--- config.mk ---
export PLATFORM = sky130hd
export DESIGN_NAME = vector_voxel_to_scalar_core
export DESIGN_NICKNAME = d
export VERILOG_FILES = /design/src/hw/rtl/vvs_pkg.sv /design/src/hw/rtl/vvs_iter.sv /design/src/hw/rtl/vvs_datapath.sv /design/src/hw/rtl/vvs_ctrl.sv /design/src/hw/rtl/vector_voxel_to_scalar_core.sv
export SDC_FILE = /design/constraint.sdc
export NUM_CORES = 2
export LEC_CHECK = 0
export BUFFER_PORTS_ARGS = -buffer_cell sky130_fd_sc_hd__buf_2
export CORE_UTILIZATION = 65
export CTS_CLUSTER_SIZE = 28
export DETAILED_ROUTE_END_ITERATION = 10
export GPL_ROUTABILITY_DRIVEN = 0
export PLACE_DENSITY = 0.82
export SYNTH_ARGS = -nofsm -noshare
export SYNTH_HDL_FRONTEND = slang
export SYNTH_SLANG_ARGS = --single-unit
--- constraint.sdc ---
create_clock -name clk -period 10.9 [get_ports clk]
set_clock_uncertainty 0.05 [all_clocks]
set_input_delay 2.725 -clock clk [delete_from_list [all_inputs] [get_ports clk]]
set_output_delay 2.725 -clock clk [all_outputs]
set_load 0.02 [all_outputs]
--- src/hw/rtl/vvs_pkg.sv ---
`timescale 1ns / 1ps
`default_nettype none

package vvs_pkg;

  // Field and arithmetic widths
  localparam int SAMPLE_BITS    = 16;
  localparam int COEF_BITS      = 24;
  localparam int FRAC_BITS      = 16;
  localparam int LEN_BITS       = 3;
  localparam int COUNT_BITS     = 2;
  localparam int SCALAR_BITS    = 32;
  localparam int MUL_B_BITS     = (COEF_BITS > SAMPLE_BITS) ? COEF_BITS : SAMPLE_BITS;
  localparam int PROD_BITS      = SAMPLE_BITS + MUL_B_BITS;
  localparam int ACC_BITS       = PROD_BITS + 4;
  localparam int RES_BITS       = ACC_BITS + 1;
  localparam int ROOT_BITS      = (ACC_BITS + 1) / 2;
  localparam int ITER_BITS      = 2 * ROOT_BITS;
  localparam int REM_BITS       = ROOT_BITS + 3;
  localparam int STEP_BITS      = $clog2(ITER_BITS + 1);

  // Port widths
  localparam int S_TDATA_BITS   = ((SAMPLE_BITS + 7) / 8) * 8;
  localparam int M_TDATA_BITS   = ((SCALAR_BITS + 7) / 8) * 8;
  localparam int M_TUSER_BITS   = 3;
  localparam int CFG_INDEX_BITS = 3;
  localparam int CFG_DATA_BITS  = COEF_BITS;

  // Vector length limits
  localparam logic [LEN_BITS-1:0] LEN_MIN  = LEN_BITS'(1);
  localparam logic [LEN_BITS-1:0] LEN_MAX  = LEN_BITS'(4);
  localparam logic [LEN_BITS-1:0] LEN_GREY = LEN_BITS'(3);
  localparam logic [LEN_BITS-1:0] LEN_RESET = LEN_BITS'(3);

  // Clip limits of the signed 32-bit result
  localparam logic signed [RES_BITS-1:0] SCALAR_MAX =
    {{(RES_BITS-SCALAR_BITS+1){1'b0}}, {(SCALAR_BITS-1){1'b1}}};
  localparam logic signed [RES_BITS-1:0] SCALAR_MIN = ~SCALAR_MAX;
  localparam logic signed [RES_BITS-1:0] SAT_HIGH   = SCALAR_MAX + RES_BITS'(1);

  // Register indexes of the configuration port
  localparam logic [CFG_INDEX_BITS-1:0] REG_MODE       = CFG_INDEX_BITS'(0);
  localparam logic [CFG_INDEX_BITS-1:0] REG_LENGTH     = CFG_INDEX_BITS'(1);
  localparam logic [CFG_INDEX_BITS-1:0] REG_COEF_ZERO  = CFG_INDEX_BITS'(2);
  localparam logic [CFG_INDEX_BITS-1:0] REG_COEF_ONE   = CFG_INDEX_BITS'(3);
  localparam logic [CFG_INDEX_BITS-1:0] REG_COEF_TWO   = CFG_INDEX_BITS'(4);
  localparam logic [CFG_INDEX_BITS-1:0] REG_COEF_THREE = CFG_INDEX_BITS'(5);

  typedef enum logic [1:0] {
    MODE_MAG  = 2'd0,
    MODE_AVG  = 2'd1,
    MODE_GREY = 2'd2,
    MODE_LIN  = 2'd3
  } mode_t;

  typedef enum logic [2:0] {
    ST_IDLE,
    ST_MUL,
    ST_ACC,
    ST_PASS,
    ST_FIN,
    ST_ITER,
    ST_DONE
  } state_t;

  // Controller to datapath
  typedef struct packed {
    logic capture;
    logic mul;
    logic acc;
    logic pass;
    logic finish;
    logic take_iter;
    logic load_out;
  } cmd_t;

  // Datapath to controller
  typedef struct packed {
    logic len_one;
    logic voxel_end;
    logic iter_needed;
    logic iter_busy;
    logic out_free;
  } status_t;

  // Luma weights in Q8.16 (0.299, 0.587, 0.114); no weight for a fourth component
  function automatic logic signed [MUL_B_BITS-1:0] grey_weight(input logic [COUNT_BITS-1:0] idx);
    logic signed [MUL_B_BITS-1:0] w;
    unique case (idx)
      2'd0:    w = MUL_B_BITS'(19595);
      2'd1:    w = MUL_B_BITS'(38470);
      2'd2:    w = MUL_B_BITS'(7471);
      default: w = '0;
    endcase
    return w;
  endfunction

endpackage

`default_nettype wire

--- src/hw/rtl/vvs_iter.sv ---
`timescale 1ns / 1ps
`default_nettype none

// Shared iterative unit: restoring square root (two bits per cycle) or
// restoring divide by a small length (one quotient bit per cycle).
module vvs_iter (
  input  logic                           clk,
  input  logic                           rst,
  input  logic                           start,
  input  logic                           is_div,
  input  logic [vvs_pkg::ITER_BITS-1:0]  operand,
  input  logic [vvs_pkg::LEN_BITS-1:0]   divisor,
  output logic                           busy,
  output logic [vvs_pkg::ITER_BITS-1:0]  result
);

  logic                            div_mode;
  logic [vvs_pkg::STEP_BITS-1:0]   steps;
  logic [vvs_pkg::ITER_BITS-1:0]   shreg;
  logic [vvs_pkg::REM_BITS-1:0]    rem;
  logic [vvs_pkg::ROOT_BITS-1:0]   root;
  logic [vvs_pkg::LEN_BITS-1:0]    dvs;

  logic [vvs_pkg::REM_BITS-1:0]    sq_rem_sh;
  logic [vvs_pkg::REM_BITS-1:0]    sq_trial;
  logic                            sq_fit;
  logic [vvs_pkg::REM_BITS-1:0]    dv_rem_sh;
  logic                            dv_fit;

  // Form trial remainders for one step
  always_comb begin
    sq_rem_sh = {rem[vvs_pkg::REM_BITS-3:0], shreg[vvs_pkg::ITER_BITS-1 -: 2]};
    sq_trial  = vvs_pkg::REM_BITS'({root, 2'b01});
    sq_fit    = sq_rem_sh >= sq_trial;
    dv_rem_sh = {rem[vvs_pkg::REM_BITS-2:0], shreg[vvs_pkg::ITER_BITS-1]};
    dv_fit    = dv_rem_sh >= vvs_pkg::REM_BITS'(dvs);
  end

  // Load on start, then advance one step per cycle
  always_ff @(posedge clk) begin
    if (rst) begin
      busy <= 1'b0;
    end else if (start) begin
      busy     <= 1'b1;
      div_mode <= is_div;
      steps    <= is_div ? vvs_pkg::STEP_BITS'(vvs_pkg::ITER_BITS)
                         : vvs_pkg::STEP_BITS'(vvs_pkg::ROOT_BITS);
      shreg    <= operand;
      rem      <= '0;
      root     <= '0;
      dvs      <= divisor;
    end else if (busy) begin
      if (div_mode) begin
        rem   <= dv_fit ? dv_rem_sh - vvs_pkg::REM_BITS'(dvs) : dv_rem_sh;
        shreg <= {shreg[vvs_pkg::ITER_BITS-2:0], dv_fit};
      end else begin
        rem   <= sq_fit ? sq_rem_sh - sq_trial : sq_rem_sh;
        root  <= {root[vvs_pkg::ROOT_BITS-2:0], sq_fit};
        shreg <= shreg << 2;
      end
      steps <= steps - vvs_pkg::STEP_BITS'(1);
      if (steps == vvs_pkg::STEP_BITS'(1)) begin
        busy <= 1'b0;
      end
    end
  end

  assign result = div_mode ? shreg : vvs_pkg::ITER_BITS'(root);

endmodule

`default_nettype wire

--- src/hw/rtl/vvs_datapath.sv ---
`timescale 1ns / 1ps
`default_nettype none

// Configuration registers, multiply-accumulate, finish logic and output word.
module vvs_datapath (
  input  logic                                clk,
  input  logic                                rst,
  input  logic                                cfg_valid,
  input  logic [vvs_pkg::CFG_INDEX_BITS-1:0]  cfg_index,
  input  logic [vvs_pkg::CFG_DATA_BITS-1:0]   cfg_data,
  input  logic [vvs_pkg::SAMPLE_BITS-1:0]     in_component,
  input  logic                                in_invalid,
  input  logic                                out_ready,
  output logic                                out_valid,
  output logic [vvs_pkg::SCALAR_BITS-1:0]     out_scalar,
  output logic                                out_invalid,
  output logic                                out_saturated,
  output logic                                out_config_error,
  input  vvs_pkg::cmd_t                       cmd,
  output vvs_pkg::status_t                    st
);

  vvs_pkg::mode_t                         mode;
  logic [vvs_pkg::LEN_BITS-1:0]           len_raw;
  logic signed [vvs_pkg::COEF_BITS-1:0]   coef [4];

  logic [vvs_pkg::LEN_BITS-1:0]           len_eff;
  logic signed [vvs_pkg::SAMPLE_BITS-1:0] sample;
  logic                                   inv_in;
  logic signed [vvs_pkg::MUL_B_BITS-1:0]  mul_b;
  logic signed [vvs_pkg::PROD_BITS-1:0]   prod;
  logic signed [vvs_pkg::ACC_BITS-1:0]    acc;
  logic [vvs_pkg::COUNT_BITS-1:0]         count;
  logic                                   inv_seen;

  logic                                   cerr_now;
  logic                                   bad_now;
  logic                                   iter_start;
  logic [vvs_pkg::ACC_BITS-1:0]           acc_mag;
  logic [vvs_pkg::ITER_BITS-1:0]          iter_operand;
  logic                                   iter_busy;
  logic [vvs_pkg::ITER_BITS-1:0]          iter_result;
  logic signed [vvs_pkg::RES_BITS-1:0]    iter_mag;

  logic signed [vvs_pkg::RES_BITS-1:0]    res;
  logic                                   res_neg;
  logic                                   bad;
  logic                                   cerr;

  // Write configuration registers
  always_ff @(posedge clk) begin
    if (rst) begin
      mode    <= vvs_pkg::MODE_MAG;
      len_raw <= vvs_pkg::LEN_RESET;
      for (int i = 0; i < 4; i++) begin
        coef[i] <= '0;
      end
    end else if (cfg_valid) begin
      unique case (cfg_index)
        vvs_pkg::REG_MODE:       mode    <= vvs_pkg::mode_t'(cfg_data[1:0]);
        vvs_pkg::REG_LENGTH:     len_raw <= cfg_data[vvs_pkg::LEN_BITS-1:0];
        vvs_pkg::REG_COEF_ZERO:  coef[0] <= cfg_data[vvs_pkg::COEF_BITS-1:0];
        vvs_pkg::REG_COEF_ONE:   coef[1] <= cfg_data[vvs_pkg::COEF_BITS-1:0];
        vvs_pkg::REG_COEF_TWO:   coef[2] <= cfg_data[vvs_pkg::COEF_BITS-1:0];
        vvs_pkg::REG_COEF_THREE: coef[3] <= cfg_data[vvs_pkg::COEF_BITS-1:0];
        default: ;
      endcase
    end
  end

  // Clamp the length register to one through four
  always_comb begin
    if (len_raw < vvs_pkg::LEN_MIN) begin
      len_eff = vvs_pkg::LEN_MIN;
    end else if (len_raw > vvs_pkg::LEN_MAX) begin
      len_eff = vvs_pkg::LEN_MAX;
    end else begin
      len_eff = len_raw;
    end
  end

  // Pick the second multiplier operand by mode
  always_comb begin
    unique case (mode)
      vvs_pkg::MODE_MAG:  mul_b = vvs_pkg::MUL_B_BITS'(sample);
      vvs_pkg::MODE_AVG:  mul_b = vvs_pkg::MUL_B_BITS'(1);
      vvs_pkg::MODE_GREY: mul_b = vvs_pkg::grey_weight(count);
      default:            mul_b = vvs_pkg::MUL_B_BITS'(coef[count]);
    endcase
  end

  // Finish decisions
  always_comb begin
    cerr_now     = (mode == vvs_pkg::MODE_GREY) && (len_eff != vvs_pkg::LEN_GREY);
    bad_now      = inv_seen || cerr_now;
    acc_mag      = acc[vvs_pkg::ACC_BITS-1] ? vvs_pkg::ACC_BITS'(-acc)
                                            : vvs_pkg::ACC_BITS'(acc);
    iter_operand = (mode == vvs_pkg::MODE_MAG) ? vvs_pkg::ITER_BITS'(acc_mag)
                                               : vvs_pkg::ITER_BITS'(acc_mag);
    iter_mag     = vvs_pkg::RES_BITS'(iter_result);
  end

  assign st.len_one     = (len_eff == vvs_pkg::LEN_MIN);
  assign st.voxel_end   = (vvs_pkg::LEN_BITS'(count) + vvs_pkg::LEN_BITS'(1)) >= len_eff;
  assign st.iter_needed = !bad_now &&
                          (((mode == vvs_pkg::MODE_MAG) && !acc[vvs_pkg::ACC_BITS-1]) ||
                           (mode == vvs_pkg::MODE_AVG));
  assign st.iter_busy   = iter_busy;
  assign st.out_free    = !out_valid || out_ready;
  assign iter_start     = cmd.finish && st.iter_needed;

  // Capture the word, multiply, accumulate, and close the voxel
  always_ff @(posedge clk) begin
    if (rst) begin
      acc      <= '0;
      count    <= '0;
      inv_seen <= 1'b0;
    end else begin
      if (cmd.capture) begin
        sample <= in_component;
        inv_in <= in_invalid;
      end
      if (cmd.mul) begin
        prod <= sample * mul_b;
      end
      if (cmd.acc) begin
        acc      <= acc + vvs_pkg::ACC_BITS'(prod);
        count    <= count + vvs_pkg::COUNT_BITS'(1);
        inv_seen <= inv_seen || inv_in;
      end
      if (cmd.finish) begin
        bad     <= bad_now;
        cerr    <= cerr_now;
        res_neg <= acc[vvs_pkg::ACC_BITS-1];
        // Negative sum of squares only arises from a mode change; its root clips high
        res     <= (mode == vvs_pkg::MODE_MAG) ? vvs_pkg::SAT_HIGH
                 : vvs_pkg::RES_BITS'(acc >>> vvs_pkg::FRAC_BITS);
        acc      <= '0;
        count    <= '0;
        inv_seen <= 1'b0;
      end
      if (cmd.pass) begin
        bad      <= inv_in;
        cerr     <= 1'b0;
        res      <= vvs_pkg::RES_BITS'(sample);
        acc      <= '0;
        count    <= '0;
        inv_seen <= 1'b0;
      end
      if (cmd.take_iter) begin
        res <= res_neg ? -iter_mag : iter_mag;
      end
    end
  end

  vvs_iter u_iter (
    .clk     (clk),
    .rst     (rst),
    .start   (iter_start),
    .is_div  (mode == vvs_pkg::MODE_AVG),
    .operand (iter_operand),
    .divisor (len_eff),
    .busy    (iter_busy),
    .result  (iter_result)
  );

  // Output word: clip to 32 bits, zero invalid results
  always_ff @(posedge clk) begin
    if (rst) begin
      out_valid <= 1'b0;
    end else if (cmd.load_out) begin
      out_valid <= 1'b1;
    end else if (out_ready) begin
      out_valid <= 1'b0;
    end
  end

  always_ff @(posedge clk) begin
    if (cmd.load_out) begin
      out_config_error <= cerr;
      if (bad) begin
        out_scalar    <= '0;
        out_invalid   <= 1'b1;
        out_saturated <= 1'b0;
      end else if (res > vvs_pkg::SCALAR_MAX) begin
        out_scalar    <= vvs_pkg::SCALAR_MAX[vvs_pkg::SCALAR_BITS-1:0];
        out_invalid   <= 1'b0;
        out_saturated <= 1'b1;
      end else if (res < vvs_pkg::SCALAR_MIN) begin
        out_scalar    <= vvs_pkg::SCALAR_MIN[vvs_pkg::SCALAR_BITS-1:0];
        out_invalid   <= 1'b0;
        out_saturated <= 1'b1;
      end else begin
        out_scalar    <= res[vvs_pkg::SCALAR_BITS-1:0];
        out_invalid   <= 1'b0;
        out_saturated <= 1'b0;
      end
    end
  end

endmodule

`default_nettype wire

--- src/hw/rtl/vvs_ctrl.sv ---
`timescale 1ns / 1ps
`default_nettype none

// Sequencer: one component through multiply and accumulate, then voxel finish.
module vvs_ctrl (
  input  logic              clk,
  input  logic              rst,
  input  logic              in_valid,
  output logic              in_ready,
  input  vvs_pkg::status_t  st,
  output vvs_pkg::cmd_t     cmd
);

  vvs_pkg::state_t state;
  vvs_pkg::state_t state_next;

  // Hold state
  always_ff @(posedge clk) begin
    if (rst) begin
      state <= vvs_pkg::ST_IDLE;
    end else begin
      state <= state_next;
    end
  end

  // Advance and issue commands
  always_comb begin
    state_next = state;
    cmd        = '0;
    in_ready   = 1'b0;
    unique case (state)
      vvs_pkg::ST_IDLE: begin
        in_ready = 1'b1;
        if (in_valid) begin
          cmd.capture = 1'b1;
          state_next  = st.len_one ? vvs_pkg::ST_PASS : vvs_pkg::ST_MUL;
        end
      end
      vvs_pkg::ST_MUL: begin
        cmd.mul    = 1'b1;
        state_next = vvs_pkg::ST_ACC;
      end
      vvs_pkg::ST_ACC: begin
        cmd.acc    = 1'b1;
        state_next = st.voxel_end ? vvs_pkg::ST_FIN : vvs_pkg::ST_IDLE;
      end
      vvs_pkg::ST_PASS: begin
        cmd.pass   = 1'b1;
        state_next = vvs_pkg::ST_DONE;
      end
      vvs_pkg::ST_FIN: begin
        cmd.finish = 1'b1;
        state_next = st.iter_needed ? vvs_pkg::ST_ITER : vvs_pkg::ST_DONE;
      end
      vvs_pkg::ST_ITER: begin
        if (!st.iter_busy) begin
          cmd.take_iter = 1'b1;
          state_next    = vvs_pkg::ST_DONE;
        end
      end
      vvs_pkg::ST_DONE: begin
        if (st.out_free) begin
          cmd.load_out = 1'b1;
          state_next   = vvs_pkg::ST_IDLE;
        end
      end
      default: begin
        state_next = vvs_pkg::ST_IDLE;
      end
    endcase
  end

endmodule

`default_nettype wire

--- src/hw/rtl/vector_voxel_to_scalar_core.sv ---
`timescale 1ns / 1ps
`default_nettype none

// Reduces each voxel's vector of signed components, one word per component, to one
// scalar word: magnitude (floor square root of the sum of squares), average
// (truncated toward zero), grey (fixed luma weights, Q8.16, floored) or a linear
// combination with four Q8.16 coefficient registers. A vector length of one passes
// each component through. A component goes through accept, multiply and
// accumulate on the single multiplier. Closing a voxel then runs a finish step;
// magnitude goes on through the square root unit (two bits a cycle) and average
// through the divider (one quotient bit a cycle), both on one shared iterative
// unit. The result is then loaded into the output register. A finished
// word waits in that register while the next component is taken in. The
// configuration port is always ready; write it only while no voxel is in flight.
module vector_voxel_to_scalar_core (
  input  logic                                clk,
  input  logic                                rst,
  // Configuration write channel
  input  logic                                cfg_valid,
  output logic                                cfg_ready,
  input  logic [vvs_pkg::CFG_INDEX_BITS-1:0]  cfg_index,
  input  logic [vvs_pkg::CFG_DATA_BITS-1:0]   cfg_data,
  // Component stream
  input  logic                                s_axis_tvalid,
  output logic                                s_axis_tready,
  input  logic [vvs_pkg::S_TDATA_BITS-1:0]    s_axis_tdata,   // [15:0] component
  input  logic [0:0]                          s_axis_tuser,   // [0] component_invalid
  // Scalar stream
  output logic                                m_axis_tvalid,
  input  logic                                m_axis_tready,
  output logic [vvs_pkg::M_TDATA_BITS-1:0]    m_axis_tdata,   // [31:0] scalar
  output logic [vvs_pkg::M_TUSER_BITS-1:0]    m_axis_tuser    // [0] result_invalid,
                                                              // [1] saturated,
                                                              // [2] config_error
);

  vvs_pkg::cmd_t    ctl_cmd;
  vvs_pkg::status_t dp_st;
  logic [vvs_pkg::SCALAR_BITS-1:0] scalar;

  assign cfg_ready = 1'b1;

  vvs_ctrl u_ctrl (
    .clk      (clk),
    .rst      (rst),
    .in_valid (s_axis_tvalid),
    .in_ready (s_axis_tready),
    .st       (dp_st),
    .cmd      (ctl_cmd)
  );

  vvs_datapath u_datapath (
    .clk              (clk),
    .rst              (rst),
    .cfg_valid        (cfg_valid),
    .cfg_index        (cfg_index),
    .cfg_data         (cfg_data),
    .in_component     (s_axis_tdata[vvs_pkg::SAMPLE_BITS-1:0]),
    .in_invalid       (s_axis_tuser[0]),
    .out_ready        (m_axis_tready),
    .out_valid        (m_axis_tvalid),
    .out_scalar       (scalar),
    .out_invalid      (m_axis_tuser[0]),
    .out_saturated    (m_axis_tuser[1]),
    .out_config_error (m_axis_tuser[2]),
    .cmd              (ctl_cmd),
    .st               (dp_st)
  );

  assign m_axis_tdata = vvs_pkg::M_TDATA_BITS'(scalar);

  // Never overwrite a word that has not been taken
  a_load_free: assert property (@(posedge clk) disable iff (rst)
    ctl_cmd.load_out |-> dp_st.out_free)
    else $error("output word overwritten before it was taken");

  // Never restart the iterative unit while it runs
  a_iter_idle: assert property (@(posedge clk) disable iff (rst)
    (ctl_cmd.finish && dp_st.iter_needed) |-> !dp_st.iter_busy)
    else $error("iterative unit restarted while busy");

  // Invalid results carry zero and no saturation
  a_invalid_zero: assert property (@(posedge clk) disable iff (rst)
    (m_axis_tvalid && m_axis_tuser[0]) |-> ((m_axis_tdata == '0) && !m_axis_tuser[1]))
    else $error("invalid result with nonzero value or saturation");

  // A configuration error always marks the result invalid
  a_cerr_invalid: assert property (@(posedge clk) disable iff (rst)
    (m_axis_tvalid && m_axis_tuser[2]) |-> m_axis_tuser[0])
    else $error("configuration error without invalid flag");

endmodule

`default_nettype wire

==> results.md <==
Run status:
- The run finished with clean final reports.

Setup path:
- Among cell families on the critical path, the largest total delay comes from adder cells.
- For this design, the slowest cell found on the critical path is sky130_fd_sc_hd__nor2_1.
- The register-to-register setup slack is 2.13 ns.
- The number of cells on the worst reg-to-reg path is 22.
- The arrival time of the worst setup path is slightly above 9 ns.
- In this run the worst setup path begins at u_datapath.mode[0].
- The delay of the slowest cell on the worst path is between 0.8 and 0.9 ns.
- STA classifies the critical path endpoint as a flip-flop.
- The number of buffers and inverters on the critical path is 3.
- STA classifies the critical path startpoint as a flip-flop.
- The launch instance of the worst register-to-register path is u_datapath.mode[0].
- The critical path's most frequent cell is sky130_fd_sc_hd__fa_1.
- Walking the worst path, the cells encountered are nor2_1 -> nand2_1 -> nand2_1 -> nand2_1 -> fa_1 -> inv_1 -> fa_1 -> fa_1 -> fa_1 -> fa_1 -> inv_1 -> fa_1 -> inv_1 -> ha_1 -> nand3_1 -> a2111oi_0 -> o21ai_1 -> o31ai_1 -> o21a_1 -> a211oi_1 -> a21oi_1 -> xnor2_1.
- The largest fanout on the critical path is 22.
- The capturing point of the worst reg2reg path is u_datapath.prod[39].
- The critical setup path kind is flip-flop to flip-flop.
- The required time at the endpoint of the critical path is 11.19 ns.

Yosys:
- The cell type contributing the most total cell area after synthesis is sky130_fd_sc_hd__edfxtp_1.
- After synthesis the cells add up to about 0.037 sq mm.
- In the synthesized netlist the dominant register cell turns out to be sky130_fd_sc_hd__edfxtp_1.
- The post-synthesis net count is around 4,400.
- Yosys mapped the design onto 81 distinct sky130hd cell types.
- The proportion of synthesized chip area in sequential cells is a little over 30%.
- The number of flops mapped to enable cells by yosys is approximately 340.
- Sorting the synthesized cells by area gives the leading types as sky130_fd_sc_hd__edfxtp_1, sky130_fd_sc_hd__fa_1, sky130_fd_sc_hd__ha_1, sky130_fd_sc_hd__nand2_1, sky130_fd_sc_hd__inv_1.
- Dividing the synthesized area by the synthesized cell count gives about 9.6 sq um.
- Yosys printed 0 warnings.
- Counting flops with an async set or reset pin after synthesis yields a share of 0%.
- Counting flops and latches in the post-synthesis netlist gives approximately 400.
- The area fraction of the dominant cell type after synthesis is around 28%.
- The number of instances in the synthesized netlist is roughly 3,800.

Finish:
- The diode insertion count for antenna repair is 0.
- Compared with the post-synthesis result, the final layout area differs by 7.22%.
- The most common library cell in the layout ignoring fill and taps is sky130_fd_sc_hd__nand2_1.
- The filler-free cell count of the finished design is between 4,000 and 5,000.
- In the layout the commonest cells are sky130_fd_sc_hd__nand2_1, sky130_fd_sc_hd__inv_1, sky130_fd_sc_hd__fa_1.
- Measured on the finished design, the core utilization comes to a little under three quarters.
- The post-layout net count is between 4,000 and 5,000.
- The fraction of final layout cells sized beyond drive strength 1 is approximately 7.3%.
- The area of all placed cells without fillers is around 0.039 sq mm.

Worst hold path:
- The start point of the worst min-delay path is u_datapath.inv_seen.
- The cell depth of the worst hold path is 2.
- The path type of the worst min-delay path is flip-flop to flip-flop.
- The capture endpoint of the worst hold path is u_datapath.inv_seen.

Routing:
- The highest layer touched by signal routing is met4.
- The detail-routed net length per standard cell is just under 20 microns.
- After detailed routing, the number of remaining DRC violations is 0.
- Dividing the detail-routed via count by the number of cells gives just over 6.
- In the detailed route, the total length drawn on met2 is 43,100 microns.
- The overall via count from detail_route is about 28,000.
- For this block, the initial DRC count from the detailed router was 2,919.
- The first TritonRoute pass finished after 9 iterations.
- The detailed router put a total of approximately 36,000 microns of wire on met1.
- The number of routed nets with antenna violations is 0.
- Wire segments on met3 add up to about 8500 microns in the final route.
- The final layout contains routed wiring with a total length of roughly 91,000 microns.

STA:
- Hold timing on the final database bottoms out at a slack of about 0.46 ns.
- After layout, the worst path uses ~80% of the clock period.
- The number of pins with negative max-slew slack in the final report came to 0.
- The total count of hold-check failures in the final report was 0.
- Subtracting the final worst setup slack from the clock period gives 8.77 ns.
- The post-layout worst setup margin is 2.13 ns.
- The sum of negative setup slack is 0 ns.
- For this run, the top clock speed supported by timing is approximately 0.11 GHz.
- The max-slew headroom at the worst pin is between 20% and 30%.
- Setup repair after global routing left no endpoint under its margin.
- The final count of negative-setup-slack endpoints is 0.
- The slew at the pin closest to its max-slew limit is approximately 1.1 ns.

Floorplan:
- The die extent in y is approximately 240 microns.
- In this run the horizontal extent of the chip is 239 microns.
- The number of top-level pins is 87.
- The initial utilization of the core area, before any placement, comes to roughly two thirds.
- After floorplanning, the core was divided into 86 placement rows.
- The die area is roughly 0.057 sq mm.
- The core region is between 0.05 and 0.06 sq mm.

Pwr:
- In this run the static leakage power is around 17 nW.
- The total power consumption of the routed design is around 14 mW.
- The power per unit of standard cell area is 350 mW/mm^2.
- The peak ir drop on the vdd network is roughly 460 uV.

Clock network:
- After clock tree synthesis, the setup repair step added 0 buffers.
- The count of cells resized by post-cts repair is 0.
- The number of clock buffers inserted by TritonCTS is 45.
- The clock transition at the register clock pins on the worst setup and hold paths after CTS is ~0.060 ns.
- The number of sinks on the clock net is ~400.
- TritonCTS built the clock tree.
- The later-pin clock latency in the skew report is 0.63 ns.
- In this run the clock root is driven by a sky130_fd_sc_hd__clkbuf_16.
- The H-tree generated during clock tree synthesis spans 2 levels.
- The hold buffer count at cts is 0.
- The buffer depth of the longest clock path is 3.

Placed design:
- Once placement finished, the instance area stood at 0.0377 sq mm.
- The placed instance count is ~4,500.
- The worst setup timing slack at the placement stage is 2.29 ns.
- The number of buffers added on ports is 85.
- The post-DP HPWL is 66,700 microns.

Global routing:
- The number of antenna violations at the first check in global routing came to 0.
- For this run the aggregate overflow at the end of global routing stands at 0.
- The total global-route track usage is around a third.
- Entering global routing, the biggest net connects 88 pins.
- The first global-routing pass estimated between 100,000 and 150,000 microns of wire.
- The number of global-route vias before repair is approximately 28,000.

Flow run:
- The tool flagged a number of max-cap violations equal to 0.
==> logic make-up after synthesis <==
group	synth area share, %
and+or+nand+nor	17.0
AOI/OAI and AO/OA	11.3
buffers and inverters	6.75
adders and majority gates	26.7
DFF	30.8
xor gates and xnor gates	4.58
muxes	2.82
other	0.0103
==> per-layer routing <==
| metal | global-route usage, % | up-vias |
|---|---|---|
| met2 | 54.8 | 1385 |
| met4 | 13.3 | 0 |
| li1 | - | 12812 |
| met1 | 42.7 | 13430 |
| met3 | 5.97 | 276 |
| met5 | 0 | - |
==> registers in the layout, summed over array words and instances (netlist names), 3 cells and up, named ones only <==
name and count:
u_datapath.u_iter.dvs 3, u_datapath.len_raw 3, u_datapath.sample 16, u_datapath.out_scalar 32, u_datapath.u_iter.root 22, u_datapath.res 45
u_datapath.u_iter.steps 6, u_datapath.prod 40, u_datapath.u_iter.shreg 44, u_datapath.acc 44, u_datapath.u_iter.rem 24, u_datapath.coef 96
u_ctrl.state 3
==> worst max-delay path by stage <==
stage / to / slack (ns) / cells past startpoint
2_1_floorplan: u_datapath.prod[39] / 2.94 / 27
3_3_place_gp: u_datapath.prod[39] / 2.44 / 25
3_5_place_dp: u_datapath.prod[39] / 2.29 / 25
4_1_cts: u_datapath.prod[39] / 2.26 / 24
5_1_grt: u_datapath.prod[39] / 1.60 / 24
6_report: u_datapath.prod[39] / 2.13 / 22
==> tightest hold or removal path: stages (launching register included) <==
cell	delay, ns
sky130_fd_sc_hd__dfxtp_1	0.35
sky130_fd_sc_hd__a21oi_1	0.05
sky130_fd_sc_hd__nor2_1	0.07
==> where the power goes <==
group / internal, mW / switching [mW]
Combinational: 4.21 / 5.52
Clock: 0.891 / 0.689
Sequential: 2.27 / 0.118
Total: 7.37 / 6.33
==> cells in the mapped netlist (12+ instances only) <==
cell type,instances
sky130_fd_sc_hd__nand2_1,500
sky130_fd_sc_hd__inv_1,450
sky130_fd_sc_hd__fa_1,376
sky130_fd_sc_hd__edfxtp_1,336
sky130_fd_sc_hd__nor2_1,246
sky130_fd_sc_hd__and2_1,241
sky130_fd_sc_hd__a21oi_1,205
sky130_fd_sc_hd__ha_1,180
sky130_fd_sc_hd__clkbuf_1,171
sky130_fd_sc_hd__xnor2_1,136
sky130_fd_sc_hd__o21ai_0,86
sky130_fd_sc_hd__o21ai_1,81
sky130_fd_sc_hd__a31oi_1,64
sky130_fd_sc_hd__dfxtp_1,59
sky130_fd_sc_hd__nand3_1,58
sky130_fd_sc_hd__nor3_1,56
sky130_fd_sc_hd__xor2_1,55
sky130_fd_sc_hd__a21o_1,50
sky130_fd_sc_hd__mux2i_1,48
sky130_fd_sc_hd__a211oi_1,47
sky130_fd_sc_hd__nand2b_1,43
sky130_fd_sc_hd__o31ai_1,25
sky130_fd_sc_hd__mux4_2,24
sky130_fd_sc_hd__buf_1,22
sky130_fd_sc_hd__o21bai_1,19
sky130_fd_sc_hd__or3_1,19
sky130_fd_sc_hd__and3_1,18
sky130_fd_sc_hd__nor2b_1,15
sky130_fd_sc_hd__nor4_1,14
sky130_fd_sc_hd__or4_1,14
sky130_fd_sc_hd__nor3b_1,12
==> area by class of cell <==
type,count,area [sq um]
clock buffers,50,1140
multi-input cells,2781,22900
inverters,451,1690
clock inverters,32,379
flip-flops and latches,395,11300
well taps,748,936
repair buffers,141,846
fillers,4084,16100
No activity file was read; power rests on OpenSTA's default activity.
